--- config.mk ---
export PLATFORM = sky130hd
export DESIGN_NAME = generation_checked_slot_pool
export DESIGN_NICKNAME = d
export VERILOG_FILES = /design/src/gcsp_pkg.sv /design/src/generation_checked_slot_pool.sv /design/src/gcsp_ctrl.sv /design/src/gcsp_dpath.sv
export SDC_FILE = /design/constraint.sdc
export NUM_CORES = 2
export LEC_CHECK = 0
export BUFFER_PORTS_ARGS = -buffer_cell sky130_fd_sc_hd__clkbuf_2
export CAP_MARGIN = 20
export CELL_PAD_IN_SITES_DETAIL_PLACEMENT = 0
export CELL_PAD_IN_SITES_GLOBAL_PLACEMENT = 1
export CORE_ASPECT_RATIO = 1.75
export CORE_MARGIN = 8
export CORE_UTILIZATION = 55
export DETAILED_ROUTE_END_ITERATION = 10
export HOLD_SLACK_MARGIN = 0.02
export PLACE_DENSITY_LB_ADDON = 0.3
export SLEW_MARGIN = 20
export SYNTH_ARGS = -nofsm -noshare
export SYNTH_HDL_FRONTEND = slang
export SYNTH_SLANG_ARGS = --single-unit
--- constraint.sdc ---
create_clock -name aclk -period 17.14 [get_ports aclk]
set_clock_uncertainty 0.05 [all_clocks]
set_input_delay 1.714 -clock aclk [delete_from_list [all_inputs] [get_ports aclk]]
set_output_delay 1.714 -clock aclk [all_outputs]
set_load 0.01 [all_outputs]
--- src/gcsp_pkg.sv ---
// Shared types, constants and control structs of the slot pool.
`timescale 1ns / 1ps
`default_nettype none
package gcsp_pkg;

    localparam int SLOT_COUNT_DEF  = 8;
    localparam int HANDLE_REGS_DEF = 8;

    localparam int ARG_W    = 8;
    localparam int DATA_W   = 8;
    localparam int GEN_W    = 32;
    localparam int CNT_W    = 32;
    localparam int VALUE_W  = 35;
    localparam int FOLD_W   = 64;
    localparam int GEN_SHIFT  = 3;   // generation weight of 8 in the alloc value
    localparam int FOLD_SHIFT = 5;   // x*31 = (x << 5) - x

    localparam logic [VALUE_W-1:0] REJECT_VALUE = VALUE_W'(251);
    localparam logic [VALUE_W-1:0] FREE_VALUE   = VALUE_W'(1);
    localparam logic [VALUE_W-1:0] WRITE_VALUE  = VALUE_W'(3);

    localparam logic [DATA_W-1:0] ALLOC_MUL = DATA_W'(7);
    localparam logic [DATA_W-1:0] ALLOC_ADD = DATA_W'(1);
    localparam logic [DATA_W-1:0] WRITE_MUL = DATA_W'(13);
    localparam logic [DATA_W-1:0] WRITE_ADD = DATA_W'(3);

    typedef enum logic [1:0] {
        MODE_ALLOC = 2'd0,
        MODE_FREE  = 2'd1,
        MODE_READ  = 2'd2,
        MODE_WRITE = 2'd3
    } mode_t;

    typedef struct packed {
        mode_t             mode;
        logic [ARG_W-1:0]  arg_byte;
        logic              restart;
    } in_word_t;

    typedef struct packed {
        logic [VALUE_W-1:0] result_value;
        logic               rejected;
        logic [FOLD_W-1:0]  running_fold;
        logic [FOLD_W-1:0]  digest;
    } out_word_t;

    typedef struct packed {
        logic accept;     // input word taken this cycle
        logic rd_handle;  // read handle register
        logic rd_slot;    // read slot state
        logic update;     // apply operation, fold
        logic mul;        // fold * 31
        logic load_out;   // load output register
    } ctrl_cmd_t;

    typedef struct packed {
        logic out_free;   // output register can take a word
    } ctrl_sts_t;

endpackage
`default_nettype wire

--- src/generation_checked_slot_pool.sv ---
// The sequencer walks handle read, slot read, update, fold multiply and digest for
//   one word before it takes the next; the result word is loaded in the digest step.
// A waiting result stalls the digest step only, and leaves m_data stable.
// Reset: aresetn (sync, active low) empties all handles and rebuilds the free list
//   at once via valid bits; a restart word does the same on its accept cycle.
`timescale 1ns / 1ps
`default_nettype none
module generation_checked_slot_pool #(
    parameter int SLOT_COUNT  = gcsp_pkg::SLOT_COUNT_DEF,
    parameter int HANDLE_REGS = gcsp_pkg::HANDLE_REGS_DEF
) (
    input  logic                 aclk,
    input  logic                 aresetn,
    // operation words
    input  logic                 s_valid,
    output logic                 s_ready,
    input  gcsp_pkg::in_word_t   s_data,
    // result words
    output logic                 m_valid,
    input  logic                 m_ready,
    output gcsp_pkg::out_word_t  m_data
);
    import gcsp_pkg::*;

    ctrl_cmd_t cmd;
    ctrl_sts_t sts;

    // Sequencer: one-hot FSM, one word in flight.
    gcsp_ctrl u_ctrl (
        .aclk    (aclk),
        .aresetn (aresetn),
        .s_valid (s_valid),
        .s_ready (s_ready),
        .sts     (sts),
        .cmd     (cmd)
    );

    // Datapath: slot stores are small memories with registered reads; generation
    // and link entries carry valid bits so a restart costs no clearing pass.
    // Fold and digest each take one shift-subtract (x*31) and one add per step.
    gcsp_dpath #(
        .SLOT_COUNT  (SLOT_COUNT),
        .HANDLE_REGS (HANDLE_REGS)
    ) u_dpath (
        .aclk    (aclk),
        .aresetn (aresetn),
        .s_data  (s_data),
        .cmd     (cmd),
        .sts     (sts),
        .m_valid (m_valid),
        .m_ready (m_ready),
        .m_data  (m_data)
    );

endmodule
`default_nettype wire

--- src/gcsp_ctrl.sv ---
// Sequencer of the slot pool: steps one word through the datapath phases.
`timescale 1ns / 1ps
`default_nettype none
module gcsp_ctrl (
    input  logic                  aclk,
    input  logic                  aresetn,
    input  logic                  s_valid,
    output logic                  s_ready,
    input  gcsp_pkg::ctrl_sts_t   sts,
    output gcsp_pkg::ctrl_cmd_t   cmd
);
    import gcsp_pkg::*;

    typedef enum logic [5:0] {
        ST_IDLE = 6'b000001,
        ST_RDH  = 6'b000010,
        ST_RDS  = 6'b000100,
        ST_UPD  = 6'b001000,
        ST_MUL  = 6'b010000,
        ST_DIG  = 6'b100000
    } state_t;

    state_t state_reg;
    state_t state_next;

    always_comb begin
        state_next = state_reg;
        unique case (state_reg)
            ST_IDLE: begin
                if (s_valid) state_next = ST_RDH;
            end
            ST_RDH: state_next = ST_RDS;
            ST_RDS: state_next = ST_UPD;
            ST_UPD: state_next = ST_MUL;
            ST_MUL: state_next = ST_DIG;
            ST_DIG: begin
                if (sts.out_free) state_next = ST_IDLE;
            end
            default: state_next = ST_IDLE;
        endcase
    end

    always_ff @(posedge aclk) begin
        if (!aresetn) begin
            state_reg <= ST_IDLE;
        end else begin
            state_reg <= state_next;
        end
    end

    assign s_ready       = (state_reg == ST_IDLE);
    assign cmd.accept    = s_valid && s_ready;
    assign cmd.rd_handle = (state_reg == ST_RDH);
    assign cmd.rd_slot   = (state_reg == ST_RDS);
    assign cmd.update    = (state_reg == ST_UPD);
    assign cmd.mul       = (state_reg == ST_MUL);
    assign cmd.load_out  = (state_reg == ST_DIG) && sts.out_free;

endmodule
`default_nettype wire

--- src/gcsp_dpath.sv ---
// Datapath of the slot pool: slot and handle stores, free list, fold and digest.
`timescale 1ns / 1ps
`default_nettype none
module gcsp_dpath #(
    parameter int SLOT_COUNT  = gcsp_pkg::SLOT_COUNT_DEF,
    parameter int HANDLE_REGS = gcsp_pkg::HANDLE_REGS_DEF
) (
    input  logic                  aclk,
    input  logic                  aresetn,
    input  gcsp_pkg::in_word_t    s_data,
    input  gcsp_pkg::ctrl_cmd_t   cmd,
    output gcsp_pkg::ctrl_sts_t   sts,
    output logic                  m_valid,
    input  logic                  m_ready,
    output gcsp_pkg::out_word_t   m_data
);
    import gcsp_pkg::*;

    localparam int SLOT_W    = $clog2(SLOT_COUNT);
    localparam int REG_W     = (HANDLE_REGS > 1) ? $clog2(HANDLE_REGS) : 1;
    localparam int ARG_DEPTH = 2 ** ARG_W;
    localparam int HND_W     = SLOT_W + GEN_W;
    localparam logic [SLOT_W-1:0] LAST_SLOT = SLOT_W'(SLOT_COUNT - 1);

    // arg mod HANDLE_REGS as a constant lookup
    logic [REG_W-1:0] reg_tab [ARG_DEPTH];
    for (genvar i = 0; i < ARG_DEPTH; i++) begin : g_reg_tab
        assign reg_tab[i] = REG_W'(i % HANDLE_REGS);
    end

    // stores
    logic [DATA_W-1:0] data_mem   [SLOT_COUNT];
    logic [GEN_W-1:0]  gen_mem    [SLOT_COUNT];
    logic [SLOT_W:0]   link_mem   [SLOT_COUNT];   // {successor valid, successor}
    logic [HND_W-1:0]  handle_mem [HANDLE_REGS];  // {slot, generation}

    logic [SLOT_COUNT-1:0]  gen_vld_reg;
    logic [SLOT_COUNT-1:0]  link_vld_reg;
    logic [HANDLE_REGS-1:0] hnd_vld_reg;

    in_word_t            in_reg;
    logic [SLOT_W-1:0]   free_head_reg;
    logic                free_valid_reg;
    logic [CNT_W-1:0]    alloc_count_reg;
    logic [FOLD_W-1:0]   fold_acc_reg;
    logic [FOLD_W-1:0]   acc31_reg;
    logic [FOLD_W-1:0]   fold31_reg;

    logic [HND_W-1:0]    hnd_rd_reg;
    logic                hnd_vld_rd_reg;
    logic [SLOT_W-1:0]   slot_addr_reg;
    logic [DATA_W-1:0]   data_rd_reg;
    logic [GEN_W-1:0]    gen_rd_reg;
    logic                gen_vld_rd_reg;
    logic [SLOT_W:0]     link_rd_reg;
    logic                link_vld_rd_reg;

    logic [VALUE_W-1:0]  value_reg;
    logic                rej_reg;
    logic                m_valid_reg;
    out_word_t           m_data_reg;

    logic [REG_W-1:0]    hreg_idx;
    logic [SLOT_W-1:0]   hnd_slot;
    logic [GEN_W-1:0]    hnd_gen;
    logic [SLOT_W-1:0]   slot_addr;
    logic [GEN_W-1:0]    gen_eff;
    logic [SLOT_W-1:0]   link_eff;
    logic                link_ok_eff;
    logic                is_alloc;
    logic                rej;
    logic [VALUE_W-1:0]  value_raw;
    logic [VALUE_W-1:0]  value_fin;
    logic                alloc_ok;
    logic                free_ok;
    logic                write_ok;
    logic                clr;

    assign hreg_idx  = reg_tab[in_reg.arg_byte];
    assign hnd_slot  = hnd_rd_reg[GEN_W +: SLOT_W];
    assign hnd_gen   = hnd_rd_reg[GEN_W-1:0];
    assign is_alloc  = (in_reg.mode == MODE_ALLOC);
    assign slot_addr = is_alloc ? free_head_reg : hnd_slot;
    assign clr       = cmd.accept && s_data.restart;

    // entries without a valid bit read as their reset value
    assign gen_eff     = gen_vld_rd_reg ? gen_rd_reg : '0;
    assign link_eff    = link_vld_rd_reg ? link_rd_reg[SLOT_W-1:0]
                                         : SLOT_W'(slot_addr_reg + 1'b1);
    assign link_ok_eff = link_vld_rd_reg ? link_rd_reg[SLOT_W]
                                         : (slot_addr_reg != LAST_SLOT);

    always_comb begin
        if (is_alloc) begin
            rej = !free_valid_reg;
        end else begin
            rej = !hnd_vld_rd_reg || (gen_eff != hnd_gen);
        end
        unique case (in_reg.mode)
            MODE_ALLOC: value_raw = VALUE_W'(slot_addr_reg)
                                  + VALUE_W'({gen_eff, {GEN_SHIFT{1'b0}}});
            MODE_FREE:  value_raw = FREE_VALUE;
            MODE_READ:  value_raw = VALUE_W'(data_rd_reg);
            MODE_WRITE: value_raw = WRITE_VALUE;
        endcase
        value_fin = rej ? REJECT_VALUE : value_raw;
    end

    assign alloc_ok = cmd.update && !rej && (in_reg.mode == MODE_ALLOC);
    assign free_ok  = cmd.update && !rej && (in_reg.mode == MODE_FREE);
    assign write_ok = cmd.update && !rej && (in_reg.mode == MODE_WRITE);

    // input word
    always_ff @(posedge aclk) begin
        if (cmd.accept) in_reg <= s_data;
    end

    // handle store
    always_ff @(posedge aclk) begin
        if (alloc_ok) handle_mem[hreg_idx] <= {slot_addr_reg, gen_eff};
        if (cmd.rd_handle) hnd_rd_reg <= handle_mem[hreg_idx];
    end

    // slot data store
    always_ff @(posedge aclk) begin
        if (alloc_ok) begin
            data_mem[slot_addr_reg] <= DATA_W'(in_reg.arg_byte * ALLOC_MUL + ALLOC_ADD);
        end else if (write_ok) begin
            data_mem[slot_addr_reg] <= DATA_W'(in_reg.arg_byte * WRITE_MUL + WRITE_ADD);
        end
        if (cmd.rd_slot) data_rd_reg <= data_mem[slot_addr];
    end

    // generation and link stores
    always_ff @(posedge aclk) begin
        if (free_ok) begin
            gen_mem[slot_addr_reg]  <= gen_eff + 1'b1;
            link_mem[slot_addr_reg] <= {free_valid_reg, free_head_reg};
        end
        if (cmd.rd_slot) begin
            gen_rd_reg  <= gen_mem[slot_addr];
            link_rd_reg <= link_mem[slot_addr];
        end
    end

    // read-side payload registers
    always_ff @(posedge aclk) begin
        if (cmd.rd_handle) begin
            hnd_vld_rd_reg <= hnd_vld_reg[hreg_idx];
            acc31_reg      <= (fold_acc_reg << FOLD_SHIFT) - fold_acc_reg;
        end
        if (cmd.rd_slot) begin
            slot_addr_reg   <= slot_addr;
            gen_vld_rd_reg  <= gen_vld_reg[slot_addr];
            link_vld_rd_reg <= link_vld_reg[slot_addr];
        end
        if (cmd.update) begin
            value_reg <= value_fin;
            rej_reg   <= rej;
        end
        if (cmd.mul) fold31_reg <= (fold_acc_reg << FOLD_SHIFT) - fold_acc_reg;
    end

    // pool control state, cleared by reset or by a restart word
    always_ff @(posedge aclk) begin
        if (!aresetn || clr) begin
            gen_vld_reg     <= '0;
            link_vld_reg    <= '0;
            hnd_vld_reg     <= '0;
            free_head_reg   <= '0;
            free_valid_reg  <= 1'b1;
            alloc_count_reg <= '0;
            fold_acc_reg    <= '0;
        end else begin
            if (cmd.update) fold_acc_reg <= acc31_reg + FOLD_W'(value_fin);
            if (alloc_ok) begin
                hnd_vld_reg[hreg_idx] <= 1'b1;
                free_head_reg         <= link_eff;
                free_valid_reg        <= link_ok_eff;
                alloc_count_reg       <= alloc_count_reg + 1'b1;
            end
            if (free_ok) begin
                gen_vld_reg[slot_addr_reg]  <= 1'b1;
                link_vld_reg[slot_addr_reg] <= 1'b1;
                free_head_reg               <= slot_addr_reg;
                free_valid_reg              <= 1'b1;
            end
        end
    end

    // output register
    always_ff @(posedge aclk) begin
        if (!aresetn) begin
            m_valid_reg <= 1'b0;
        end else if (cmd.load_out) begin
            m_valid_reg <= 1'b1;
        end else if (m_ready) begin
            m_valid_reg <= 1'b0;
        end
    end

    always_ff @(posedge aclk) begin
        if (cmd.load_out) begin
            m_data_reg.result_value <= value_reg;
            m_data_reg.rejected     <= rej_reg;
            m_data_reg.running_fold <= fold_acc_reg;
            m_data_reg.digest       <= fold31_reg + FOLD_W'(alloc_count_reg);
        end
    end

    assign sts.out_free = !m_valid_reg || m_ready;
    assign m_valid      = m_valid_reg;
    assign m_data       = m_data_reg;

endmodule
`default_nettype wire

==> results.txt <==
The number of global-route vias before repair came out at ~35000. The cell area after technology mapping came out at 53100 um2. The data required time at the worst endpoint is between 15000 and 20000 ps. The cell total after placement came out at between 5000 and 6000.

In the synthesized netlist the dominant register cell turns out to be sky130_fd_sc_hd__edfxtp_1. The quantity of gates resized following cts came out at 0. The post-synthesis sequential area ratio came out at between 60% and 70%. For this design, the CTS-stage hold fixing added 0 buffers.

The routability-driven placement congestion ratio came out at between 0.9 and 1. The depth of the most critical reg-to-reg path is 17. The transition time at the pin with the least slew margin is approximately 1200 ps. In this run the static leakage power is 0.0215 uW.

The final-layout setup total negative slack came out at 0 ps. The number of warnings reported in the yosys synthesis log came out at 0. Clock tree synthesis selected as its root buffer the cell sky130_fd_sc_hd__clkbuf_16. The number of cell rows came out at 150. The number of nets in the layout came out at 4618.

Setup violations remaining at the end of the flow were counted as 0. The number of violations reported at the end of detailed-routing iteration 0 is around 2800. Using the TritonRoute via totals, the vias-per-cell ratio works out to roughly 6.0. The total count of max-transition violations in the final report is 0. The flip-flop and latch count after synthesis is about 1200. The worst-case clock buffer depth is 3. The startpoint identified for the worst register-to-register timing path is u_dpath.in_reg[10].

The library cell used most frequently in the layout, excluding fill and tap cells, is sky130_fd_sc_hd__edfxtp_1. The core region is roughly 96000 um2. Excluding fillers, the count of instances in the completed layout stands at about 5700. Based on the critical path, the design can be clocked at up to between 0.15 and 0.2 GHz. The number of distinct library cell variants in the gate-level netlist after synthesis came out at 77. Once the floorplan was initialized, standard cells occupied 55.5% of the core. The synthesized netlist net count came out at 4473. The wire length after detailed routing is between 100000 and 150000 um. The total power divided by cell area is roughly 100 nW/um2.

The number of antenna violations at the first check in global routing is 4. The floorplan step defined a die boundary enclosing roughly 110000 um2. Measured along the x axis, the die boundary spans between 200 and 300 um. Setup repair after global routing left no endpoint under its margin. At the worst endpoint, the arrival time is between 6000 and 7000 ps.

The final routed wire length divided by cell count came out at ~24 um. The first global-routing pass estimated 210000 um of wire. The routed via count came out at 34500. Headroom to the max-slew limit came out at between 20 and 25%.

The CTS clock-pin slew for the worst setup and hold paths came out at approximately 70 ps. The path with the worst hold slack has its endpoint at u_dpath.m_data[144]. The max-capacitance violation count is 0. The post-layout utilization of the core came out at about three fifths. The post-route DRC violation count is 0. The final worst slack is between 10000 and 15000 ps. The detailed placement HPWL came out at 96000 um. TritonCTS built the clock tree. The final critical path takes up between 30% and 40% of the cycle. The startpoint type of the worst setup path is a flop. The reg2reg setup slack came out at ~11000 ps. The register with the most flip-flops in the layout has 280 of them. The async set-or-reset flop fraction in the synthesized netlist is 0%.

The worst setup path is captured at a flop. The number of buffer cells added on primary ports is 180. The H-tree was split into 3 levels. The worst hold path cell count is 0. The clock network latency to the later pin of the worst-skew pair came out at around 700 ps.

The average instance in the mapped netlist occupies approximately 12 um2. The worst register-to-register path ends at u_dpath.fold_acc_reg[63]. The number of buffers inserted by post-CTS setup repair came out at 0. The final period demand of the worst path came out at around 6500 ps. The setup path with the least slack is of type flop to flop. The leftover overflow at the end of global routing came out at 0. The peak ir drop on the vdd network came out at 0.0756 mV. The total global routing track utilization came out at roughly 26%. TritonCTS created about 100 clock buffers. The number of hold-slack violations in the final timing report is 0. The top fanout value on the critical path came out at 12.

The post-detailed-route count of antenna-violating nets is 0. Entering global routing, the biggest net connects 124 pins. The number of flops mapped to enable cells by yosys came out at around 1100. The area overhead of the layout relative to synthesis came out at 10.6%. Synthesis produced between 4000 and 5000 cells. The top cell types in the final layout, fill and taps aside, are 1055 x sky130_fd_sc_hd__edfxtp_1, 734 x sky130_fd_sc_hd__nand2_1, 310 x sky130_fd_sc_hd__nand3_1.

The tightest min-delay check is of the flop to flop type. The worst hold path begins at u_dpath.value_reg[15]. The run finished with clean final reports. The die height came out at 427 um. The placement-stage worst setup slack came out at roughly 11000 ps. For this design the top-level I/O count stands at 181.

The proportion of layout cells with a drive suffix above 1 came out at between 10 and 15%. For this run, the detailed router's first-pass iteration total came to 5. Clock tree synthesis found a total of around 1200 sinks.
==> Yosys cell counts (7+ instances only) <==
cell type / number / share of area, %
sky130_fd_sc_hd__a21boi_0: 11 / 0.16
sky130_fd_sc_hd__a22oi_1: 15 / 0.21
sky130_fd_sc_hd__nand3_1: 310 / 2.9
sky130_fd_sc_hd__a21oi_1: 214 / 2.0
sky130_fd_sc_hd__o22ai_1: 8 / 0.094
sky130_fd_sc_hd__a211oi_1: 23 / 0.33
sky130_fd_sc_hd__and4_1: 11 / 0.18
sky130_fd_sc_hd__nand2b_1: 24 / 0.28
sky130_fd_sc_hd__nor3_1: 41 / 0.39
sky130_fd_sc_hd__dfxtp_1: 131 / 4.9
sky130_fd_sc_hd__o21a_1: 36 / 0.51
sky130_fd_sc_hd__o211ai_1: 13 / 0.18
sky130_fd_sc_hd__a31o_2: 11 / 0.18
sky130_fd_sc_hd__a21o_1: 51 / 0.72
sky130_fd_sc_hd__xor2_1: 111 / 1.8
sky130_fd_sc_hd__nand4_1: 57 / 0.67
sky130_fd_sc_hd__clkbuf_1: 150 / 1.1
sky130_fd_sc_hd__buf_1: 31 / 0.22
sky130_fd_sc_hd__mux4_2: 72 / 3.1
sky130_fd_sc_hd__edfxtp_1: 1055 / 60
sky130_fd_sc_hd__mux2i_1: 12 / 0.23
sky130_fd_sc_hd__xnor2_1: 149 / 2.5
sky130_fd_sc_hd__nand2_1: 735 / 5.2
sky130_fd_sc_hd__nor2_1: 220 / 1.6
sky130_fd_sc_hd__a31oi_1: 21 / 0.25
sky130_fd_sc_hd__ha_1: 151 / 3.6
sky130_fd_sc_hd__inv_1: 173 / 1.2
sky130_fd_sc_hd__and3_1: 47 / 0.55
sky130_fd_sc_hd__o21bai_1: 19 / 0.27
sky130_fd_sc_hd__o31ai_1: 8 / 0.11
sky130_fd_sc_hd__nor4_1: 11 / 0.13
sky130_fd_sc_hd__and2_1: 34 / 0.40
sky130_fd_sc_hd__o21ai_0: 192 / 1.8
sky130_fd_sc_hd__nor4bb_1: 7 / 0.13
sky130_fd_sc_hd__or3_1: 9 / 0.11
sky130_fd_sc_hd__nor2b_1: 20 / 0.24
sky130_fd_sc_hd__fa_1: 11 / 0.42
==> per-stage QoR <==
step | cell area, um2 | hold WS (ps) | total power [uW]
6_report | 58700 | 369 | 5910
4_1_cts | 58600 | 369 | 5950
5_1_grt | 58700 | 373 | 6080
3_5_place_dp | 55300 | 355 | 3660
2_1_floorplan | 53100 | 350 | 3520
3_3_place_gp | 55300 | 353 | 3650
==> report_power, final <==
| part | leakage [uW] | switching [uW] | internal, uW |
|---|---|---|---|
| logic | 0.00923 | 270 | 134 |
| clock network | 0.00163 | 1080 | 1250 |
| registers | 0.0107 | 15.5 | 3170 |
==> per-layer routing <==
layer | part of all wire [%] | global-route usage (%)
met4 | 4.5 | 11.4
met5 | 0 | 0
met2 | 53 | 47.7
met3 | 5.1 | 3.12
met1 | 37 | 29.7
==> worst max path at each step <==
stage / slack [ps] / from / to / cells past startpoint
5_1_grt: 10160 / u_dpath.gen_vld_rd_reg / u_dpath.fold_acc_reg[63] / 18
2_1_floorplan: 7320 / m_ready / u_dpath.m_data[0] / 2
6_report: 10660 / u_dpath.in_reg[10] / u_dpath.fold_acc_reg[63] / 17
3_5_place_dp: 10680 / u_dpath.in_reg[10] / u_dpath.fold_acc_reg[63] / 17
4_1_cts: 10670 / u_dpath.in_reg[10] / u_dpath.fold_acc_reg[63] / 17
3_3_place_gp: 10760 / u_dpath.in_reg[10] / u_dpath.fold_acc_reg[63] / 17
==> cell type report <==
class	instances	area (um2)
fillers	7336	36800
well taps	1216	1520
inverters	176	666
flip-flops and latches	1186	34300
clock inverters	61	537
clock buffers	131	2810
repair buffers	229	1310
multi-input cells	2746	17500
diodes	1	2.50
==> cells by family (layout without fill, tap and decap cells) <==
kind of cell	count (synthesis)	after routing	synth area share, %
other cells	0	1	0
flops	1186	1186	64.7
compound gates	680	680	7.88
simple gates	1557	1557	13.3
xor+xnor	260	260	4.29
buf+inv	364	597	2.60
mux	87	87	3.35
fa+ha+maj	162	162	3.98
==> critical path, stage by stage (launching register included) <==
cell and delay [ps]:
sky130_fd_sc_hd__edfxtp_1 600, sky130_fd_sc_hd__nor2_1 170, sky130_fd_sc_hd__or4_1 540, sky130_fd_sc_hd__nor4b_1 350, sky130_fd_sc_hd__nor4b_2 290, sky130_fd_sc_hd__nand4_2 330, sky130_fd_sc_hd__nand2_1 330, sky130_fd_sc_hd__o21ai_0 170
sky130_fd_sc_hd__ha_1 360, sky130_fd_sc_hd__o21ai_0 150, sky130_fd_sc_hd__o21ai_0 350, sky130_fd_sc_hd__a31oi_1 270, sky130_fd_sc_hd__o41ai_1 750, sky130_fd_sc_hd__o211ai_1 290, sky130_fd_sc_hd__a2111oi_1 890, sky130_fd_sc_hd__nand4_1 200
sky130_fd_sc_hd__xor2_1 160, sky130_fd_sc_hd__a21oi_1 80
(Power assumes the default switching activity.)
